$ cat config.mk
export PLATFORM = sky130hd
export DESIGN_NAME = point_light_influence_counter
export DESIGN_NICKNAME = d
export VERILOG_FILES = /design/src/rtl/core/plic_pkg.sv /design/src/rtl/core/point_light_influence_counter.sv
export VERILOG_INCLUDE_DIRS = /design/src /design/src/rtl/core
export SDC_FILE = /design/constraint.sdc
export NUM_CORES = 2
export LEC_CHECK = 0
export ABC_AREA = 1
export BUFFER_PORTS_ARGS = -buffer_cell sky130_fd_sc_hd__buf_2
export CELL_PAD_IN_SITES_DETAIL_PLACEMENT = 1
export CELL_PAD_IN_SITES_GLOBAL_PLACEMENT = 2
export CORE_ASPECT_RATIO = 1.4
export CORE_UTILIZATION = 25
export DETAILED_ROUTE_END_ITERATION = 10
export GPL_TIMING_DRIVEN = 0
export PLACE_DENSITY_LB_ADDON = 0.1
export SLEW_MARGIN = 20
export SYNTH_ARGS = -nofsm -noshare
export SYNTH_HDL_FRONTEND = slang
export SYNTH_SLANG_ARGS = --single-unit
$ cat constraint.sdc
create_clock -name clock -period 7.7 [get_ports clock]
set_input_delay 0 -clock clock [delete_from_list [all_inputs] [get_ports clock]]
set_output_delay 0 -clock clock [all_outputs]
set_load 0.01 [all_outputs]
$ cat src/rtl/core/assert_macros.svh
// Assertion helpers, included by the light influence counter RTL.
`ifndef ASSERT_MACROS_SVH
`define ASSERT_MACROS_SVH

// Clocked check that is switched off while reset is high.
`define ASSERT_CLK(lbl, clk, rst, prop, msg) \
   lbl: assert property (@(posedge clk) disable iff (rst) prop) else $error(msg);

// Clocked check that also holds during reset.
`define ASSERT_ALWAYS(lbl, clk, prop, msg) \
   lbl: assert property (@(posedge clk) prop) else $error(msg);

`endif

$ cat src/rtl/core/plic_pkg.sv
// ----------------------------------------------------------------------------
// Point light influence counter package
// Widths, register indexes and reset values for the light culling block.
// ----------------------------------------------------------------------------
`default_nettype none

package plic_pkg;

   localparam int CountWidth  = 16;
   localparam int CoordWidth  = 20;
   localparam int CoefWidth   = 24;
   localparam int DistSqWidth = 42;
   localparam int AttWidth    = 32;
   localparam int DistWidth   = 21;
   localparam int AccWidth    = 66;
   localparam int RemWidth    = 24;
   localparam int IndexWidth  = 8;
   localparam int StepWidth   = 5;

   localparam int MulSteps  = CoefWidth;
   localparam int SqrtSteps = DistWidth;

   localparam logic [IndexWidth-1:0] RegCenterX  = IndexWidth'(0);
   localparam logic [IndexWidth-1:0] RegCenterY  = IndexWidth'(1);
   localparam logic [IndexWidth-1:0] RegCenterZ  = IndexWidth'(2);
   localparam logic [IndexWidth-1:0] RegRadiusSq = IndexWidth'(3);
   localparam logic [IndexWidth-1:0] RegAttLimit = IndexWidth'(4);

   localparam logic [AttWidth-1:0]   AttLimitReset = AttWidth'(655360);
   localparam logic [AttWidth-1:0]   AttMax        = {AttWidth{1'b1}};
   localparam logic [CountWidth-1:0] CountMax      = {CountWidth{1'b1}};

endpackage

`default_nettype wire

$ cat src/rtl/core/point_light_influence_counter.sv
// ----------------------------------------------------------------------------
// Point light influence counter
// Attenuation test of point lights against one object, with a running count.
// ----------------------------------------------------------------------------
// Usage: one light is offered per request on the req_ channel; tuser marks
// a point light and whether it is switched on, tlast closes the light list.
// Each request yields exactly one response on the rsp_ channel with the pass
// flag, the attenuation and the running count; rsp_tlast repeats req_tlast,
// and the count then holds the list total and clears for the next list. The
// object centre, its squared radius and the attenuation limit are set through
// the csr_ write channel; the user must write only while idle (not enforced).
// A light that is not an enabled point light goes from idle straight to the
// finish state, which registers the response. Other lights run through a
// one bit per cycle shift-and-add multiplier (three squares, each after an
// operand load, then one quadratic product), then a two bit per cycle square
// root and a linear product; the first stage may already settle the result,
// and then the square root and the linear product are skipped. One light is
// in work at a time, so the next request is taken only after the response
// has been accepted and the block is back in idle.
// Reset clears the count and the registers (the limit becomes 10.0). While
// the receiver stalls, the response holds and no new request is taken.
// ----------------------------------------------------------------------------
`default_nettype none

`include "assert_macros.svh"

module point_light_influence_counter (
   input  wire logic         clock,
   input  wire logic         reset,
   input  wire logic         req_tvalid,
   output logic              req_tready,
   // pos_x[19:0], pos_y[39:20], pos_z[59:40], att_const[83:60],
   // att_lin[107:84], att_quad[131:108], zero padding above
   input  wire logic [135:0] req_tdata,
   // is_point[0], enabled[1]
   input  wire logic [1:0]   req_tuser,
   input  wire logic         req_tlast,
   output logic              rsp_tvalid,
   input  wire logic         rsp_tready,
   // counted[0], attenuation[32:1], light_count[48:33], zero padding above
   output logic [55:0]       rsp_tdata,
   output logic              rsp_tlast,
   input  wire logic         csr_valid,
   output logic              csr_ready,
   input  wire logic [plic_pkg::IndexWidth-1:0]  csr_index,
   input  wire logic [plic_pkg::DistSqWidth-1:0] csr_data
);

   typedef enum logic [3:0] {
      ST_IDLE, ST_LOAD, ST_SQ, ST_RAD, ST_QM, ST_STG1, ST_SQRT, ST_LM,
      ST_LADD, ST_FIN, ST_OUT
   } state_type;

   state_type state_ff, state_in;

   logic [1:0] axis_ff, axis_in;
   logic [plic_pkg::StepWidth-1:0] step_ff, step_in;
   logic [plic_pkg::AccWidth-1:0] acc_ff, acc_in, mcand_ff, mcand_in;
   logic [plic_pkg::CoefWidth-1:0] mplier_ff, mplier_in;
   logic [plic_pkg::DistSqWidth-1:0] d2_ff, d2_in, rad_ff, rad_in;
   logic [plic_pkg::RemWidth-1:0] rem_ff, rem_in;
   logic [plic_pkg::DistWidth-1:0] root_ff, root_in;
   logic [plic_pkg::AttWidth-1:0] att_ff, att_in;
   logic pass_ff, pass_in;

   logic [plic_pkg::CoordWidth-1:0] cx_ff, cx_in, cy_ff, cy_in, cz_ff, cz_in;
   logic [plic_pkg::DistSqWidth-1:0] rsq_ff, rsq_in;
   logic [plic_pkg::AttWidth-1:0] lim_ff, lim_in;

   logic [plic_pkg::CoordWidth-1:0] px_ff, px_in, py_ff, py_in, pz_ff, pz_in;
   logic [plic_pkg::CoefWidth-1:0] ac_ff, ac_in, al_ff, al_in, aq_ff, aq_in;
   logic last_ff, last_in;

   logic [plic_pkg::CountWidth-1:0] cnt_ff, cnt_in;
   logic rsp_valid_ff, rsp_valid_in, rsp_last_ff, rsp_last_in;
   logic [55:0] rsp_data_ff, rsp_data_in;

   // Datapath helpers
   logic [plic_pkg::CoordWidth-1:0] c_sel, p_sel;
   logic [plic_pkg::DistWidth-1:0]  diff, diff_abs;
   logic [plic_pkg::AccWidth-1:0]   acc_step;
   logic [plic_pkg::DistSqWidth-1:0] d2_clamped;
   logic [plic_pkg::AttWidth-1:0]   qterm, att_stage1, att_final;
   logic [plic_pkg::AttWidth:0]     sum1;
   logic [plic_pkg::DistSqWidth-1:0] sum2;
   logic [plic_pkg::RemWidth-1:0]   rem_sh, trial;
   logic [plic_pkg::DistWidth-1:0]  root_next;
   logic [plic_pkg::CountWidth-1:0] cnt_next;
   logic req_fire, mul_done;

   assign req_tready = (state_ff == ST_IDLE);
   assign csr_ready  = 1'b1;
   assign rsp_tvalid = rsp_valid_ff;
   assign rsp_tdata  = rsp_data_ff;
   assign rsp_tlast  = rsp_last_ff;
   assign req_fire   = req_tvalid && req_tready;
   assign mul_done   = (step_ff == plic_pkg::StepWidth'(plic_pkg::MulSteps - 1));

   always_comb begin
      case (axis_ff)
         2'd0: begin
            c_sel = cx_ff;
            p_sel = px_ff;
         end
         2'd1: begin
            c_sel = cy_ff;
            p_sel = py_ff;
         end
         default: begin
            c_sel = cz_ff;
            p_sel = pz_ff;
         end
      endcase
   end

   // Coordinate difference is one bit wider so it never wraps.
   assign diff     = {c_sel[plic_pkg::CoordWidth-1], c_sel}
                   - {p_sel[plic_pkg::CoordWidth-1], p_sel};
   assign diff_abs = diff[plic_pkg::DistWidth-1] ? (~diff + 1'b1) : diff;

   // Shift-and-add: the multiplier drops one bit per cycle.
   assign acc_step = mplier_ff[0] ? (acc_ff + mcand_ff) : acc_ff;

   assign d2_clamped = (acc_ff[plic_pkg::DistSqWidth-1:0] > rsq_ff)
                     ? (acc_ff[plic_pkg::DistSqWidth-1:0] - rsq_ff)
                     : '0;

   // The quadratic product saturates once it reaches 2^40.
   assign qterm = (acc_ff[plic_pkg::AccWidth-1:40] != '0) ? plic_pkg::AttMax
                                                          : acc_ff[39:8];
   assign sum1       = {1'b0, 8'd0, ac_ff} + {1'b0, qterm};
   assign att_stage1 = sum1[plic_pkg::AttWidth] ? plic_pkg::AttMax
                                                : sum1[plic_pkg::AttWidth-1:0];

   assign sum2      = {10'd0, att_ff} + {1'b0, acc_ff[44:4]};
   assign att_final = (sum2[plic_pkg::DistSqWidth-1:plic_pkg::AttWidth] != '0)
                    ? plic_pkg::AttMax : sum2[plic_pkg::AttWidth-1:0];

   // Square root digit: bring down the next two radicand bits and try.
   assign rem_sh    = {rem_ff[plic_pkg::RemWidth-3:0],
                       rad_ff[plic_pkg::DistSqWidth-1 -: 2]};
   assign trial     = {1'b0, root_ff, 2'b01};
   assign root_next = {root_ff[plic_pkg::DistWidth-2:0], (rem_sh >= trial)};

   assign cnt_next = (pass_ff && (cnt_ff != plic_pkg::CountMax)) ? (cnt_ff + 1'b1)
                                                                 : cnt_ff;

   always_comb begin
      state_in     = state_ff;
      axis_in      = axis_ff;
      step_in      = step_ff;
      acc_in       = acc_ff;
      mcand_in     = mcand_ff;
      mplier_in    = mplier_ff;
      d2_in        = d2_ff;
      rad_in       = rad_ff;
      rem_in       = rem_ff;
      root_in      = root_ff;
      att_in       = att_ff;
      pass_in      = pass_ff;
      cx_in        = cx_ff;
      cy_in        = cy_ff;
      cz_in        = cz_ff;
      rsq_in       = rsq_ff;
      lim_in       = lim_ff;
      px_in        = px_ff;
      py_in        = py_ff;
      pz_in        = pz_ff;
      ac_in        = ac_ff;
      al_in        = al_ff;
      aq_in        = aq_ff;
      last_in      = last_ff;
      cnt_in       = cnt_ff;
      rsp_valid_in = rsp_valid_ff;
      rsp_data_in  = rsp_data_ff;
      rsp_last_in  = rsp_last_ff;

      if (csr_valid && csr_ready) begin
         case (csr_index)
            plic_pkg::RegCenterX:  cx_in  = csr_data[plic_pkg::CoordWidth-1:0];
            plic_pkg::RegCenterY:  cy_in  = csr_data[plic_pkg::CoordWidth-1:0];
            plic_pkg::RegCenterZ:  cz_in  = csr_data[plic_pkg::CoordWidth-1:0];
            plic_pkg::RegRadiusSq: rsq_in = csr_data;
            plic_pkg::RegAttLimit: lim_in = csr_data[plic_pkg::AttWidth-1:0];
            default: ;
         endcase
      end

      case (state_ff)
         ST_IDLE: begin
            if (req_fire) begin
               px_in   = req_tdata[19:0];
               py_in   = req_tdata[39:20];
               pz_in   = req_tdata[59:40];
               ac_in   = req_tdata[83:60];
               al_in   = req_tdata[107:84];
               aq_in   = req_tdata[131:108];
               last_in = req_tlast;
               acc_in  = '0;
               axis_in = 2'd0;
               att_in  = '0;
               pass_in = 1'b0;
               state_in = (req_tuser[0] && req_tuser[1]) ? ST_LOAD : ST_FIN;
            end
         end
         ST_LOAD: begin
            mcand_in  = plic_pkg::AccWidth'(diff_abs);
            mplier_in = plic_pkg::CoefWidth'(diff_abs);
            step_in   = '0;
            state_in  = ST_SQ;
         end
         ST_SQ, ST_QM, ST_LM: begin
            acc_in    = acc_step;
            mcand_in  = {mcand_ff[plic_pkg::AccWidth-2:0], 1'b0};
            mplier_in = {1'b0, mplier_ff[plic_pkg::CoefWidth-1:1]};
            step_in   = step_ff + 1'b1;
            if (mul_done) begin
               case (state_ff)
                  ST_SQ: begin
                     if (axis_ff == 2'd2) begin
                        state_in = ST_RAD;
                     end else begin
                        axis_in  = axis_ff + 1'b1;
                        state_in = ST_LOAD;
                     end
                  end
                  ST_QM:   state_in = ST_STG1;
                  default: state_in = ST_LADD;
               endcase
            end
         end
         ST_RAD: begin
            d2_in     = d2_clamped;
            mcand_in  = plic_pkg::AccWidth'(d2_clamped);
            mplier_in = aq_ff;
            acc_in    = '0;
            step_in   = '0;
            state_in  = ST_QM;
         end
         ST_STG1: begin
            att_in = att_stage1;
            if (att_stage1 > lim_ff) begin
               pass_in  = 1'b0;
               state_in = ST_FIN;
            end else if (al_ff == '0) begin
               pass_in  = 1'b1;
               state_in = ST_FIN;
            end else begin
               rad_in   = d2_ff;
               rem_in   = '0;
               root_in  = '0;
               step_in  = '0;
               state_in = ST_SQRT;
            end
         end
         ST_SQRT: begin
            rem_in  = (rem_sh >= trial) ? (rem_sh - trial) : rem_sh;
            root_in = root_next;
            rad_in  = {rad_ff[plic_pkg::DistSqWidth-3:0], 2'b00};
            step_in = step_ff + 1'b1;
            if (step_ff == plic_pkg::StepWidth'(plic_pkg::SqrtSteps - 1)) begin
               mcand_in  = plic_pkg::AccWidth'(root_next);
               mplier_in = al_ff;
               acc_in    = '0;
               step_in   = '0;
               state_in  = ST_LM;
            end
         end
         ST_LADD: begin
            att_in   = att_final;
            pass_in  = (att_final <= lim_ff);
            state_in = ST_FIN;
         end
         ST_FIN: begin
            rsp_data_in  = {7'd0, 16'(cnt_next), att_ff, pass_ff};
            rsp_last_in  = last_ff;
            rsp_valid_in = 1'b1;
            cnt_in       = last_ff ? '0 : cnt_next;
            state_in     = ST_OUT;
         end
         ST_OUT: begin
            if (rsp_tready) begin
               rsp_valid_in = 1'b0;
               state_in     = ST_IDLE;
            end
         end
         default: state_in = ST_IDLE;
      endcase
   end

   always_ff @(posedge clock) begin
      if (reset) begin
         state_ff     <= ST_IDLE;
         cnt_ff       <= '0;
         rsp_valid_ff <= 1'b0;
         cx_ff        <= '0;
         cy_ff        <= '0;
         cz_ff        <= '0;
         rsq_ff       <= '0;
         lim_ff       <= plic_pkg::AttLimitReset;
      end else begin
         state_ff     <= state_in;
         cnt_ff       <= cnt_in;
         rsp_valid_ff <= rsp_valid_in;
         cx_ff        <= cx_in;
         cy_ff        <= cy_in;
         cz_ff        <= cz_in;
         rsq_ff       <= rsq_in;
         lim_ff       <= lim_in;
      end
      axis_ff     <= axis_in;
      step_ff     <= step_in;
      acc_ff      <= acc_in;
      mcand_ff    <= mcand_in;
      mplier_ff   <= mplier_in;
      d2_ff       <= d2_in;
      rad_ff      <= rad_in;
      rem_ff      <= rem_in;
      root_ff     <= root_in;
      att_ff      <= att_in;
      pass_ff     <= pass_in;
      px_ff       <= px_in;
      py_ff       <= py_in;
      pz_ff       <= pz_in;
      ac_ff       <= ac_in;
      al_ff       <= al_in;
      aq_ff       <= aq_in;
      last_ff     <= last_in;
      rsp_data_ff <= rsp_data_in;
      rsp_last_ff <= rsp_last_in;
   end

   // A new request is never taken while a response is still pending.
   `ASSERT_CLK(a_no_overlap, clock, reset, req_tready |-> !rsp_tvalid, "request taken while response pending")

   // A counted light never reports an attenuation above the limit.
   `ASSERT_CLK(a_pass_limit, clock, reset, (rsp_tvalid && rsp_tdata[0]) |-> (rsp_tdata[32:1] <= lim_ff), "counted light above limit")

   // A counted light always leaves a nonzero count behind it.
   `ASSERT_CLK(a_pass_count, clock, reset, (rsp_tvalid && rsp_tdata[0]) |-> (rsp_tdata[48:33] != 16'd0), "counted light with zero count")

endmodule

`default_nettype wire
# After elaboration in Yosys (flattened, before gate mapping)
# Cells that the tools add are included.
[word_totals]
reg_bits = 661
latch_bits = 0
ram_bits = 0
rom_bits = 0
elab_cells = 159
mem_count = 0
[op_classes]
addsub = 10
multipliers = 0
n_div = 0
order_cmp = 4
n_eq_ne = 29
shifts = 0
mux = 54
bitwise = 1
n_reduce_logical = 33
[ops]
columns = ["cell", "n"]
rows = [
  ["66-bit one-hot mux with 4 select lines", 2],
  ["66-bit two-way mux", 4],
  ["32-bit two-way mux", 4],
  ["42-bit two-way mux", 3],
  ["24-bit one-hot mux with 4 select lines", 1],
  ["32-bit one-hot mux with 3 select lines", 1],
  ["42-bit one-hot mux with 2 select lines", 1],
  ["20-bit one-hot mux with 2 select lines", 2],
  ["66-bit adder", 1],
  ["22-bit two-way mux", 3],
  ["21-bit two-way mux", 3],
  ["22-bit one-hot mux with 2 select lines", 1],
  ["32-bit by 41-bit adder with 42-bit output", 1],
  ["42-bit > comparator", 1],
  ["21-bit one-hot mux with 2 select lines", 1],
  ["42-bit subtractor", 1],
  ["4-bit one-hot mux with 9 select lines", 1],
  ["24-bit by 32-bit adder with 33-bit output", 1],
  ["32-bit > comparator", 1],
  ["32-bit <= comparator", 1],
  ["16-bit two-way mux", 2],
  ["4-bit two-way mux", 7],
  ["26-bit nonzero test", 1],
  ["24-bit by 23-bit >= comparator with 1-bit output", 1],
  ["other kinds (45)", 86],
]

# Longest topological paths before layout
[logic_depth]
depth_word = 7
mapped_depth = 37
depth_no_buf = 34

# Least setup slack after synthesis
# OpenSTA, ideal clock, no wires.
[synth_timing]
path_type = "register to register"
from = "register state_ff[3]"
to = "register ac_ff[0] (netlist name) (enable)"
arrival_ns = 6.471
required_time_ns = 7.073
path_slack_ns = 0.603
path_stages_with_launch = 6
path_cell_list = "dfxtp_1 nor2_1 inv_1 nor2_1 inv_1 nor2_1"
[synth_between]
elab_chain_cells = 3
[synth_lines]
columns = ["element", "line_no", "text"]
rows = [
  ["start, declared", "point_light_influence_counter.sv:54", "state_type state_ff, state_in;"],
  ["start signal, assigned", "point_light_influence_counter.sv:302", "state_ff <= state_in;"],
  ["4-bit logical NOT (*)", "point_light_influence_counter.sv:91", "assign req_tready = (state_ff == ST_IDLE);"],
  ["via req_tready", "point_light_influence_counter.sv:31", "output logic req_tready,"],
  ["1-bit logical AND", "point_light_influence_counter.sv:96", "assign req_fire = req_tvalid && req_tready;"],
  ["2-bit AND reduction (no source line) (*)", "--", ""],
  ["end signal, assigned", "point_light_influence_counter.sv:325", "ac_ff <= ac_in;"],
  ["end, declared", "point_light_influence_counter.sv:71", "logic [plic_pkg::CoefWidth-1:0] ac_ff, ac_in, al_ff, al_in, aq_ff, aq_in;"],
]
# The timed path passes the listed nets; every way through them passes the cells marked *.
# A chain may end at the register's enable or synchronous reset.

# Final worst setup path
[layout_timing]
from = "register acc_ff[43] (netlist name)"
to = "register rem_ff[4] (netlist name) (enable)"
[layout_between]
elab_chain_cells = 7
[layout_lines]
columns = ["element", "line_no", "text"]
rows = [
  ["start, declared", "point_light_influence_counter.sv:58", "logic [plic_pkg::AccWidth-1:0] acc_ff, acc_in, mcand_ff, mcand_in;"],
  ["start signal, assigned", "point_light_influence_counter.sv:313", "acc_ff <= acc_in;"],
  ["26-bit nonzero test", "point_light_influence_counter.sv:129", "assign qterm = (acc_ff[plic_pkg::AccWidth-1:40] != '0) ? plic_pkg::AttMax"],
  ["32-bit two-way mux", "point_light_influence_counter.sv:129", ""],
  ["24-bit by 32-bit adder with 33-bit output", "point_light_influence_counter.sv:131", "assign sum1 = {1'b0, 8'd0, ac_ff} + {1'b0, qterm};"],
  ["32-bit two-way mux", "point_light_influence_counter.sv:132", "assign att_stage1 = sum1[plic_pkg::AttWidth] ? plic_pkg::AttMax"],
  ["32-bit > comparator", "point_light_influence_counter.sv:242", "if (att_stage1 > lim_ff) begin"],
  ["2-bit != test (no source line)", "--", ""],
  ["3-bit AND reduction (no source line)", "--", ""],
  ["end signal, assigned", "point_light_influence_counter.sv:318", "rem_ff <= rem_in;"],
  ["end, declared", "point_light_influence_counter.sv:61", "logic [plic_pkg::RemWidth-1:0] rem_ff, rem_in;"],
]
# Every way passes these cells.

==> impl_metrics.yaml <==
layout:
  design.final.nets: 6397
  final_core_util: 0.316
  regArea_mm2: 0.0183
  multiInputGateArea_mm2: 0.0204
  area_growth_syn_to_layout_pct: 25.1
  fillCellCount: 19700
  drive_gt1_frac: 0.0929
route:
  drcViolationCount: 0
  ant_nets: 0
  avgRoutedWirePerCell_um: 22.9
  drtIter0Drc: 1968
  via_per_inst: 4.72
  first_pass_iters: 7
  drt-total-wl_um: 186000
  via_count: 38400
worst_setup_path:
  r2r_start: "acc_ff[43]$_SDFFCE_PP0P_"
  crit_arrival_ns: 7.67
  cp_max_fo: 23
  crit_path_start_kind: "register"
  max_stage_delay_ns: 0.36
  crit_type: "reg -> reg"
  reg2reg_slack_ns: 0.43
  slowest_stage: "edfxtp_1"
  end_kind: "register"
  reg2regPathDepth: 32
  reg2reg_to: "rem_ff[4]$_SDFFCE_PN0P_"
  cp_data_required_time_ns: 8.10
yosys:
  synth_async_sr_flop_share: 0
  yosysWarnings: 0
  ys_ff_latch: 661
  synth_top_flop_cell: "edfxtp_1"
  netlist_instances: 5253
  netlist_area_mm2: 0.0417
  synthDistinctLibCells: 52
  synth_edf_count: 506
  yosys-top-cells-area: "edfxtp_1, nand2_1, ha_1"
  yosysTopAreaCell: "edfxtp_1"
  synth_area_per_cell_um2: 7.93
  ys_seq_area_frac: 0.439
  synth_top_area_share: 0.365
power_and_ir_drop:
  powerDensity_mw_per_mm2: 426
  leakage_uw: 0.0222
  ir_drop_v: 0.000177
  fin_total_pwr_uw: 22200
placement:
  io_buffers: 240
  hpwl_um: 152000
  gp_routability_congestion: 0.860
  place_ws_ns: -2.47
floorplan:
  core_area_mm2: 0.165
  initial_core_util: 0.253
  row_count: 176
  io-pin-count: 254
  fp.dieW_um: 347
  die_h_um: 485
  dieArea_mm2: 0.168
sta:
  grt_setup_unrepaired: "no"
  whs_ns: 0.0667
  slew_headroom: 0.269
  clock.fmax_mhz: 137
  fin_worst_skew_ns: 0.0702
  hold_violations: 0
  tightest_slew_ns: 1.10
  period_needed_ns: 7.27
  post-route-period-util: 0.945
  setup_viol: 0
  fin_ws_ns: 0.427
  final-max-slew-violation-count: 0
run:
  cap_viol_max_count: 0
global_routing:
  grt_use_total: 0.219
  grt_overflow: 0
  grt_pass1_wl_um: 271000
  antenna_found_initial: 8
  grt_max_degree: 47
  grt_pass1_vias: 40600
clock_network:
  clock-sinks: 661
  cts_buffer_depth: 3
  clk_pin_slew_ns: 0.06
  root_buffer: "clkbuf_16"
  cts_made_buffers: 81
  cts-htree-levels: 3
  insertion_delay_ns: 0.73
  tritoncts: "built"
hold_path:
  min_path_cells: 2
  min-delay-start: "req_tdata[69]"
  worstHoldEndpoint: "ac_ff[9]$_DFFE_PP_"
  hold_class: "in -> reg"
status:
  status: "finished clean"
==> critical path: cells and delay by family, from the launching register on <==
kind	cells	cell delay [ns]
DFF	1	0.36
adders and majority gates	2	0.68
buffers and inverters	9	1.93
and+or+nand+nor	16	2.84
AOI/OAI and AO/OA	5	1.04
==> worst max path at each step <==
stage	from	end	slack, ns	depth (start not counted)
after floorplan	state_ff[3]$_SDFFE_PP0P_	ac_ff[0]$_DFFE_PP_	0.60	5
after global placement	acc_ff[41]$_SDFFCE_PP0P_	rem_ff[9]$_SDFFCE_PN0P_	-4.70	33
after detailed placement	acc_ff[41]$_SDFFCE_PP0P_	rem_ff[9]$_SDFFCE_PN0P_	-2.47	34
after CTS	acc_ff[54]$_SDFFCE_PP0P_	rem_ff[1]$_SDFFCE_PN0P_	0.02	33
after global routing	acc_ff[40]$_SDFFCE_PP0P_	rem_ff[15]$_SDFFCE_PN0P_	0.01	32
final	acc_ff[43]$_SDFFCE_PP0P_	rem_ff[4]$_SDFFCE_PN0P_	0.43	32
==> cell usage after synthesis (58+ instances only) <==
master and number:
nor3_1 98, dfxtp_1 155, xor2_1 60, ha_1 277, nand3_1 241, nor2_1 551
a21oi_1 485, clkbuf_1 102, nand2_1 1281, inv_1 656, edfxtp_1 506, xnor2_1 58
o21ai_0 311
==> state kept, by name (all words and copies together), names as in the netlist, 20 cells and up <==
name,flops
rem_ff,22
mplier_ff,24
rad_ff,42
acc_ff,66
d2_ff,42
root_ff,21
al_ff,24
cy_ff,20
py_ff,20
rsq_ff,42
cz_ff,20
mcand_ff,66
att_ff,32
pz_ff,20
lim_ff,32
px_ff,20
aq_ff,24
ac_ff,24
cx_ff,20
rsp_tdata,49
==> what timing repair did <==
action / CTS / global route
resized for setup: 18 / 8
gates cloned: 1 / 2
endpoints found under the hold margin: 294 / 0
buffers inserted: 11 / 5
hold buffers: 296 / 0
setup endpoints to repair: 96 / 66
pin swaps: 3 / 4
==> where the power goes <==
group / internal [uW] / switching, uW
Sequential: 5240 / 934
Clock: 2340 / 1760
Combinational: 3580 / 8360
==> final cells by class <==
| type | count | share of cell area |
|---|---|---|
| buffer | 138 | 0.0120 |
| tap | 2136 | 0.0513 |
| sequential | 661 | 0.351 |
| timing repair buffer | 578 | 0.0915 |
| antenna | 4 | 0.000192 |
| timing repair inverter | 2 | 0.000336 |
| clock buffer | 111 | 0.0437 |
| multi-input combinational | 3799 | 0.392 |
| inverter | 660 | 0.0482 |
| clock inverter | 38 | 0.00982 |
==> layer usage <==
metal | routed length, um | share of wire | vias up | global-route usage
li1 | - | - | 19000 | -
met4 | 4970 | 0.027 | 4 | 0.0646
met1 | 81900 | 0.44 | 18600 | 0.271
met5 | 27 | 0.00015 | - | 0
met3 | 4650 | 0.025 | 164 | 0.0178
met2 | 94500 | 0.51 | 561 | 0.399
==> metrics by stage <==
| stage | area (um^2) | setup TNS [ns] | std cells |
|---|---|---|---|
| floorplan | 41700 | 0 | 5259 |
| global placement | 45600 | -1374.74 | 7635 |
| detailed placement | 46100 | -212.39 | 7660 |
| CTS | 52000 | 0 | 8116 |
| global route | 52100 | 0 | 8124 |
| finish | 52100 | 0 | 8127 |
==> cell usage in the layout, fill, tap and decap left out, types with 22 or more instances in the layout <==
cell and instances:
a211oi_1 26, a21o_1 33, a21oi_1 483, a31oi_1 36
buf_2 256, buf_4 35, clkbuf_1 118, clkbuf_16 85
dfxtp_1 155, dlygate4sd3_1 296, edfxtp_1 506, ha_1 277
inv_1 652, nand2_1 1280, nand3_1 235, nand3_2 34
nand4_1 48, nor2_1 545, nor3_1 96, nor4_1 22
o21a_1 27, o21ai_0 310, o21bai_1 35, or2_2 38
xnor2_1 58, xor2_1 60
==> cell families (layout without fill, tap and decap cells) <==
logic type	count (synthesis)	in the layout	synth area share
other cells	2	12	0.000180
buf+inv	799	1527	0.0744
flops	661	661	0.439
xor+xnor	118	118	0.0248
compound gates	1039	1039	0.139
fa+ha+maj	282	282	0.0856
simple gates	2352	2352	0.236
No activity file was read; power rests on OpenSTA's default activity.
